$ cat src/rtl/ofi_pkg.sv
// ---------------------------------------------------------------------------
// ofi_pkg
// types and constants shared by the order flow imbalance accumulator
// ---------------------------------------------------------------------------
`default_nettype none

package ofi_pkg;

  localparam int TIME_W     = 48;
  localparam int PRICE_W    = 32;
  localparam int SIZE_W     = 32;
  localparam int SUM_W      = 64;
  localparam int INTERVAL_W = 40;
  // one side's delta needs 33 bits, the difference of two sides needs 34
  localparam int DELTA_W    = 34;

  localparam int IN_TDATA_W  = 176;
  localparam int OUT_TDATA_W = 176;

  localparam logic [INTERVAL_W-1:0] INTERVAL_RST = 40'd1000000000;
  localparam logic [SUM_W-1:0]      SUM_MAX      = {1'b0, {(SUM_W-1){1'b1}}};
  localparam logic [SUM_W-1:0]      SUM_MIN      = {1'b1, {(SUM_W-1){1'b0}}};

  // top-of-book update, last field in the lowest bits
  typedef struct packed {
    logic [SIZE_W-1:0]  ask_size;
    logic [PRICE_W-1:0] ask_price;
    logic [SIZE_W-1:0]  bid_size;
    logic [PRICE_W-1:0] bid_price;
    logic [TIME_W-1:0]  time_ns;
  } ofi_in_t;

  // emitted feature row, last field in the lowest bits
  typedef struct packed {
    logic signed [SUM_W-1:0] flow_imbalance;
    logic [PRICE_W-1:0]      row_ask_price;
    logic [PRICE_W-1:0]      row_bid_price;
    logic [TIME_W-1:0]       row_time_ns;
  } ofi_out_t;

endpackage

`default_nettype wire

$ cat src/rtl/ofi_in_skid.sv
// ---------------------------------------------------------------------------
// ofi_in_skid
// input register with skid entry, ready toward the source is registered
// ---------------------------------------------------------------------------
`default_nettype none

module ofi_in_skid (
  input  wire logic            clk,
  input  wire logic            rst_n,
  input  wire logic            in_valid,
  output logic                 in_ready,
  input  wire ofi_pkg::ofi_in_t in_item,
  output logic                 out_valid,
  input  wire logic            out_ready,
  output ofi_pkg::ofi_in_t     out_item
);
  import ofi_pkg::*;

  logic    main_valid_r, main_valid_nxt;
  logic    skid_valid_r, skid_valid_nxt;
  ofi_in_t main_r, main_nxt;
  ofi_in_t skid_r, skid_nxt;
  logic    accept;
  logic    take;

  assign in_ready  = !skid_valid_r;
  assign out_valid = main_valid_r;
  assign out_item  = main_r;

  assign accept = in_valid && !skid_valid_r;
  assign take   = main_valid_r && out_ready;

  always_comb begin
    main_valid_nxt = main_valid_r;
    skid_valid_nxt = skid_valid_r;
    main_nxt       = main_r;
    skid_nxt       = skid_r;
    if (!main_valid_r || take) begin
      // main slot frees up: refill from skid first, else from the input
      if (skid_valid_r) begin
        main_nxt       = skid_r;
        main_valid_nxt = 1'b1;
        skid_valid_nxt = 1'b0;
      end else begin
        main_nxt       = in_item;
        main_valid_nxt = accept;
      end
    end else if (accept) begin
      skid_nxt       = in_item;
      skid_valid_nxt = 1'b1;
    end
  end

  always_ff @(posedge clk) begin
    if (!rst_n) begin
      main_valid_r <= 1'b0;
      skid_valid_r <= 1'b0;
    end else begin
      main_valid_r <= main_valid_nxt;
      skid_valid_r <= skid_valid_nxt;
    end
  end

  always_ff @(posedge clk) begin
    main_r <= main_nxt;
    skid_r <= skid_nxt;
  end

endmodule

`default_nettype wire

$ cat src/rtl/ofi_core.sv
// ---------------------------------------------------------------------------
// ofi_core
// per-update imbalance delta, saturating running sum, emit decision, result register
// ---------------------------------------------------------------------------
`default_nettype none

module ofi_core (
  input  wire logic                               clk,
  input  wire logic                               rst_n,
  input  wire logic [ofi_pkg::INTERVAL_W-1:0]     interval,
  input  wire logic                               item_valid,
  output logic                                    item_ready,
  input  wire ofi_pkg::ofi_in_t                   item,
  output logic                                    row_valid,
  input  wire logic                               row_ready,
  output ofi_pkg::ofi_out_t                       row
);
  import ofi_pkg::*;

  logic [PRICE_W-1:0]      last_bid_price_r;
  logic [SIZE_W-1:0]       last_bid_size_r;
  logic [PRICE_W-1:0]      last_ask_price_r;
  logic [SIZE_W-1:0]       last_ask_size_r;
  logic                    have_last_r;
  logic [SUM_W-1:0]        ofi_sum_r, ofi_sum_nxt;
  logic [TIME_W-1:0]       last_emit_r;
  logic                    row_valid_r;
  ofi_out_t                row_r;

  logic signed [DELTA_W-1:0] bid_cur, bid_old, ask_cur, ask_old;
  logic signed [DELTA_W-1:0] e_bid, e_ask, delta;
  logic [SUM_W:0]            sum_ext;
  logic [SUM_W-1:0]          sum_sat;
  logic [SUM_W-1:0]          sum_new;
  logic [TIME_W-1:0]         time_diff;
  logic                      upd_ok;
  logic                      emit_due;
  logic                      do_emit;
  logic                      row_free;
  logic                      fire;

  assign bid_cur = $signed({{(DELTA_W-SIZE_W){1'b0}}, item.bid_size});
  assign bid_old = $signed({{(DELTA_W-SIZE_W){1'b0}}, last_bid_size_r});
  assign ask_cur = $signed({{(DELTA_W-SIZE_W){1'b0}}, item.ask_size});
  assign ask_old = $signed({{(DELTA_W-SIZE_W){1'b0}}, last_ask_size_r});

  // bid side: a higher bid adds its size, a lower bid removes the old size
  always_comb begin
    if (item.bid_price > last_bid_price_r) begin
      e_bid = bid_cur;
    end else if (item.bid_price == last_bid_price_r) begin
      e_bid = bid_cur - bid_old;
    end else begin
      e_bid = -bid_old;
    end
  end

  // ask side mirrors the bid side with the price order reversed
  always_comb begin
    if (item.ask_price < last_ask_price_r) begin
      e_ask = ask_cur;
    end else if (item.ask_price == last_ask_price_r) begin
      e_ask = ask_cur - ask_old;
    end else begin
      e_ask = -ask_old;
    end
  end

  assign delta   = e_bid - e_ask;
  assign sum_ext = {ofi_sum_r[SUM_W-1], ofi_sum_r}
                 + {{(SUM_W+1-DELTA_W){delta[DELTA_W-1]}}, delta};

  always_comb begin
    if (sum_ext[SUM_W] != sum_ext[SUM_W-1]) begin
      sum_sat = sum_ext[SUM_W] ? SUM_MIN : SUM_MAX;
    end else begin
      sum_sat = sum_ext[SUM_W-1:0];
    end
  end

  // first valid update only primes the previous book
  assign sum_new = have_last_r ? sum_sat : ofi_sum_r;

  // an earlier timestamp is always due to emit, caught by its own compare
  assign time_diff = item.time_ns - last_emit_r;
  assign emit_due  = (last_emit_r == '0) || (item.time_ns < last_emit_r)
                  || (time_diff >= {{(TIME_W-INTERVAL_W){1'b0}}, interval});

  assign upd_ok   = (item.bid_price != '0) && (item.ask_price != '0);
  assign do_emit  = upd_ok && emit_due;
  assign row_free = !row_valid_r || row_ready;
  assign item_ready = !do_emit || row_free;
  assign fire     = item_valid && item_ready;

  assign ofi_sum_nxt = do_emit ? '0 : sum_new;

  assign row_valid = row_valid_r;
  assign row       = row_r;

  always_ff @(posedge clk) begin
    if (!rst_n) begin
      last_bid_price_r <= '0;
      last_bid_size_r  <= '0;
      last_ask_price_r <= '0;
      last_ask_size_r  <= '0;
      have_last_r      <= 1'b0;
      ofi_sum_r        <= '0;
      last_emit_r      <= '0;
      row_valid_r      <= 1'b0;
    end else begin
      if (fire && upd_ok) begin
        last_bid_price_r <= item.bid_price;
        last_bid_size_r  <= item.bid_size;
        last_ask_price_r <= item.ask_price;
        last_ask_size_r  <= item.ask_size;
        have_last_r      <= 1'b1;
        ofi_sum_r        <= ofi_sum_nxt;
      end
      if (fire && do_emit) begin
        last_emit_r <= item.time_ns;
        row_valid_r <= 1'b1;
      end else if (row_ready) begin
        row_valid_r <= 1'b0;
      end
    end
  end

  always_ff @(posedge clk) begin
    if (fire && do_emit) begin
      row_r.row_time_ns    <= item.time_ns;
      row_r.row_bid_price  <= item.bid_price;
      row_r.row_ask_price  <= item.ask_price;
      row_r.flow_imbalance <= sum_new;
    end
  end

endmodule

`default_nettype wire

$ cat src/rtl/order_flow_imbalance_accumulator_top.sv
// ---------------------------------------------------------------------------
// order_flow_imbalance_accumulator_top: top-of-book updates in, ofi rows out
// path: an accepted update passes the input register, then the row register
// throughput: one update per cycle, set by the state update loop, unless an emitting update waits on a full row
// reset: synchronous active-low rst_n clears book, sum and emit time,
// and returns the emit interval to 1000000000 ns
// ---------------------------------------------------------------------------
`default_nettype none

module order_flow_imbalance_accumulator_top (
  input  wire logic                              clk,
  input  wire logic                              rst_n,
  // update items
  input  wire logic                              in_tvalid,
  output logic                                   in_tready,
  // time_ns[47:0], bid_price[79:48], bid_size[111:80],
  // ask_price[143:112], ask_size[175:144]
  input  wire logic [ofi_pkg::IN_TDATA_W-1:0]    in_tdata,
  // feature row items
  output logic                                   out_tvalid,
  input  wire logic                              out_tready,
  // row_time_ns[47:0], row_bid_price[79:48], row_ask_price[111:80],
  // flow_imbalance[175:112]
  output logic [ofi_pkg::OUT_TDATA_W-1:0]        out_tdata,
  // emit interval register write
  input  wire logic                              cfg_valid,
  output logic                                   cfg_ready,
  input  wire logic [ofi_pkg::INTERVAL_W-1:0]    cfg_data
);
  import ofi_pkg::*;

  // emit interval, to be written only while the block is idle; the block itself leaves this unchecked
  logic [INTERVAL_W-1:0] interval_r;

  ofi_in_t  in_item;
  ofi_in_t  core_item;
  logic     core_valid;
  logic     core_ready;
  ofi_out_t row;

  // the register write is always taken in the cycle it is offered
  assign cfg_ready = 1'b1;

  always_ff @(posedge clk) begin
    if (!rst_n) begin
      interval_r <= INTERVAL_RST;
    end else if (cfg_valid) begin
      interval_r <= cfg_data;
    end
  end

  // tdata is laid out exactly like the packed item struct
  assign in_item = ofi_in_t'(in_tdata);

  // input side: registered ready, a second entry catches the item in flight
  ofi_in_skid u_in_skid (
    .clk       (clk),
    .rst_n     (rst_n),
    .in_valid  (in_tvalid),
    .in_ready  (in_tready),
    .in_item   (in_item),
    .out_valid (core_valid),
    .out_ready (core_ready),
    .out_item  (core_item)
  );

  // book compare, saturating sum and emit decision in one pass; the core
  // stalls only an item that emits while its row register is still full
  ofi_core u_core (
    .clk        (clk),
    .rst_n      (rst_n),
    .interval   (interval_r),
    .item_valid (core_valid),
    .item_ready (core_ready),
    .item       (core_item),
    .row_valid  (out_tvalid),
    .row_ready  (out_tready),
    .row        (row)
  );

  assign out_tdata = OUT_TDATA_W'(row);

endmodule

`default_nettype wire

$ cat config.mk
export PLATFORM = sky130hd
export DESIGN_NAME = order_flow_imbalance_accumulator_top
export DESIGN_NICKNAME = d
export VERILOG_FILES = /design/src/rtl/ofi_pkg.sv /design/src/rtl/ofi_in_skid.sv /design/src/rtl/ofi_core.sv /design/src/rtl/order_flow_imbalance_accumulator_top.sv
export SDC_FILE = /design/constraint.sdc
export NUM_CORES = 2
export LEC_CHECK = 0
export BUFFER_PORTS_ARGS = -buffer_cell sky130_fd_sc_hd__buf_2
export CORE_MARGIN = 2
export CORE_UTILIZATION = 60
export CTS_CLUSTER_DIAMETER = 120
export DETAILED_ROUTE_END_ITERATION = 10
export PLACE_DENSITY = 0.8
export SYNTH_ARGS = -nofsm -noshare
export SYNTH_HDL_FRONTEND = slang
export SYNTH_SLANG_ARGS = --single-unit
$ cat constraint.sdc
create_clock -name clk -period 30.4 [get_ports clk]
set_clock_uncertainty 0.15 [all_clocks]
set_input_delay 3.04 -clock clk [delete_from_list [all_inputs] [get_ports clk]]
set_output_delay 3.04 -clock clk [all_outputs]
set_load 0.02 [all_outputs]
==> results.md <==
* Status: completed
* Synth top area cells: edfxtp_1, dfxtp_1, ha_1, mux2_2, a21oi_1
* Top cell type's share of synthesized area at 0.343
* Syn_area_per_cell at about 10 sq um
* Post-CTS setup buffers at 0
* CTS Buffer Depth at 3
* Number of gates resized after CTS at 0
* Unrepaired setup endpoints after global routing: no
* H-tree levels at 3
* Final-report max-slew violation count at 0
* Hold buffer count at CTS at 0
* Hold WC Path Type: flop to flop
* Clk slew on worst S/H paths at around 0.060 ns
* Power share of the clock group at 0.322
* Initial antenna violation count at 30
* Crit path buf inv count at 3
* Die W at 282 microns
* Post-Syn Nets at 5,107
* Switch Pwr at 1.11 mW
* Slew margin rel. at 0.251
* Drt wl/cell at just over 20 microns
* Main flop type after synthesis: edfxtp_1
* Clock latency on the worst-skew pair at 0.67 ns
* CP Max Fanout at 37
* Max-Cap Viols at 0
* Placed cell count at 5,815
* Die area at between 0.07 and 0.08 sq mm
* Starting Density at 0.607
* P&R area growth vs syn at 12.2%
* #FFs+latches synth at 812
* Leakage at around 20 nW
* Max Freq at 0.0883 GHz
* Post-route DRC at 0
* Via count at 36,200
* Switch share at 0.335
* Final Cycle Share at 0.373
* Antenna Nets Post-Route at 0
* DR iter-0 viols at 3,110
* Most frequent cells in the layout: edfxtp_1, nand2_1, buf_2
* Final nets at 5,415
* Rows at 101
* DP HPWL at 87,500 microns
* DRT Pass-1 Iters at 10
* Clock sink count at 812
* Fin cells at 5,991
* Total CTS buffers at 85
* CTS tree: built
* Commonest non-fill, non-tap cell in the layout: edfxtp_1
* Root buffer cell: clkbuf_16
* Gate Count Post-Synth at 4,564
* Worst Path Arrival at 11.71 ns
* Hold path depth at 2
* Ratio of cells with drive above 1 in the final layout at 0.161
* Register area share after synthesis at 0.466
* I/O Buffers at 398
* Slowest Stage Delay on Critical Path at 0.74 ns
* Critical Path Slowest Stage Cell: nand2_1
* Core region area at 0.0761 sq mm
* Comb power frac at 0.297
* Worst path most repeated cell: a21o_1
* Async set or reset register ratio after synthesis at 0
* Register share of total power at 0.381
* Crit-path leading delay family: compound AO/OA/AOI/OAI gates
* Pin count of the biggest net entering global routing at 157
* Worst path depth at 39
* Total grt overflow at 0
* IO Count at 400
* CP Data Required Time at 30.79 ns
* Vias in the first global route at 34,600
* Hold slack at 0.309 ns
* First-pass GRT wire length at ~190,000 microns
* Core Util, Final at 0.682
* GRT Total Usage at 0.299
* Pwr dens at ~64 mW/mm^2
* Synth cell types at 87
* VDD IR-drop max at 0.0501 mV
* Final wirelength at 122,000 microns
* Fill cells at 5,839
* Crit path capture type: flop
* Worst Reg-to-Reg Cells at 39
* Startpoint Class: flop
* Synth area leader: edfxtp_1
* EDFF count, synth at 528
* Cell Int Power at 2.20 mW
* Syn. warnings at 0
* Tightest Pin Transition at 1.11 ns
* Final setup violation count at 0
* WS Path Type: flop to flop
* Via density at 6.04
* TNS Setup at 0 ns
* Die Y at between 200 and 300 microns
* Final Hold Viols at 0
* Netlist Area Pre-Place at 0.0462 sq mm
* GP Congestion at 0.962
* Post-layout min period at 11.33 ns
==> sequential cells by signal, summed over array words and instances, names as in the netlist, 32 cells and up <==
name / count
interval_r: 40
u_core.last_ask_price_r: 32
u_core.last_ask_size_r: 32
u_core.last_bid_price_r: 32
u_core.last_bid_size_r: 32
u_core.last_emit_r: 48
u_core.ofi_sum_r: 64
u_core.row: 176
u_in_skid.out_item: 176
u_in_skid.skid_r: 176
==> cells in the mapped netlist, drive strengths merged, types with 32 or more instances <==
cell type,n
nand3,124
o2bb2ai,36
nor2,234
xor2,65
a21oi,384
o21a,39
inv,312
nor4,54
mux2,184
buf,43
o21ai,280
nand2,465
edfxtp,528
nor3,49
o211ai,64
ha,317
o21bai,32
a21o,113
clkbuf,166
xnor2,167
nand4,73
mux2i,189
dfxtp,284
==> power by group through the flow <==
stage	sequential [mW]	clock, mW	combinational [mW]
2_1_floorplan	1.29	0	0.700
3_3_place_gp	1.28	0	0.946
3_5_place_dp	1.29	0	0.961
4_1_cts	1.26	1.08	0.968
5_1_grt	1.27	1.12	1.07
6_report	1.26	1.07	0.982
==> worst register-to-register path: cells and delay by family (launching register included) <==
kind / cells / cell delay (ns)
DFF: 1 / 0.43
and+or+nand+nor: 5 / 1.66
xor gates and xnor gates: 1 / 0.14
adders and majority gates: 4 / 1.35
buffers and inverters: 3 / 1.06
AOI/OAI and AO/OA: 26 / 6.38
==> metrics by stage <==
stage	worst slack (ns)	area [sq um]	power, mW
floorplan	8.03	46200	1.99
global placement	19.73	48900	2.23
detailed placement	19.39	48900	2.25
CTS	19.26	51800	3.31
global route	18.33	51800	3.47
finish	19.07	51900	3.31
==> layer usage <==
layer  GRT usage  vias up  share of wire  wire, microns
li1            -    17300              -              -
met1       0.393    17300           0.42          51500
met2       0.493     1280           0.47          57200
met3      0.0637      277          0.076           9290
met4      0.0998       36          0.034           4210
met5           0        -         0.0017            214
==> cells by family (layout without fill, tap and decap cells) <==
logic type	count (synthesis)	after routing	synth area share
other	1	17	0.0000811
flip-flops	812	812	0.466
multiplexers	373	373	0.0858
adder cells (fa/ha/maj)	322	322	0.0880
AND/OR/NAND/NOR	1158	1158	0.117
AO/OA/AOI/OAI	1144	1144	0.154
XOR/XNOR	232	232	0.0440
buffers and inverters	522	903	0.0447
==> layout make-up <==
class                   instances  area (sq um)  share of cell area
multi-input cells            3230         22700               0.437
flip-flops and latches        812         21500               0.415
clock buffers                 110          2290              0.0442
repair buffers                430          2270              0.0437
well taps                    1030          1290              0.0249
inverters                     313          1180              0.0228
clock inverters                50           581              0.0112
diodes                         16          40.0            0.000772
==> path summary, 6_finish.rpt <==
| check | startpoint | endpoint | slack [ns] |
|---|---|---|---|
| min reg2reg | u_core.last_bid_size_r[24]$_SDFFE_PN0P_ | u_core.last_bid_size_r[24]$_SDFFE_PN0P_ | 0.31 |
| max | u_in_skid.out_item[57]$_DFFE_PP_ | u_core.ofi_sum_r[47]$_SDFFE_PN0P_ | 19.07 |
| min | u_core.last_bid_size_r[24]$_SDFFE_PN0P_ | u_core.last_bid_size_r[24]$_SDFFE_PN0P_ | 0.31 |
| max reg2reg | u_in_skid.out_item[57]$_DFFE_PP_ | u_core.ofi_sum_r[47]$_SDFFE_PN0P_ | 19.07 |
Power figures use the tool's default switching activity.
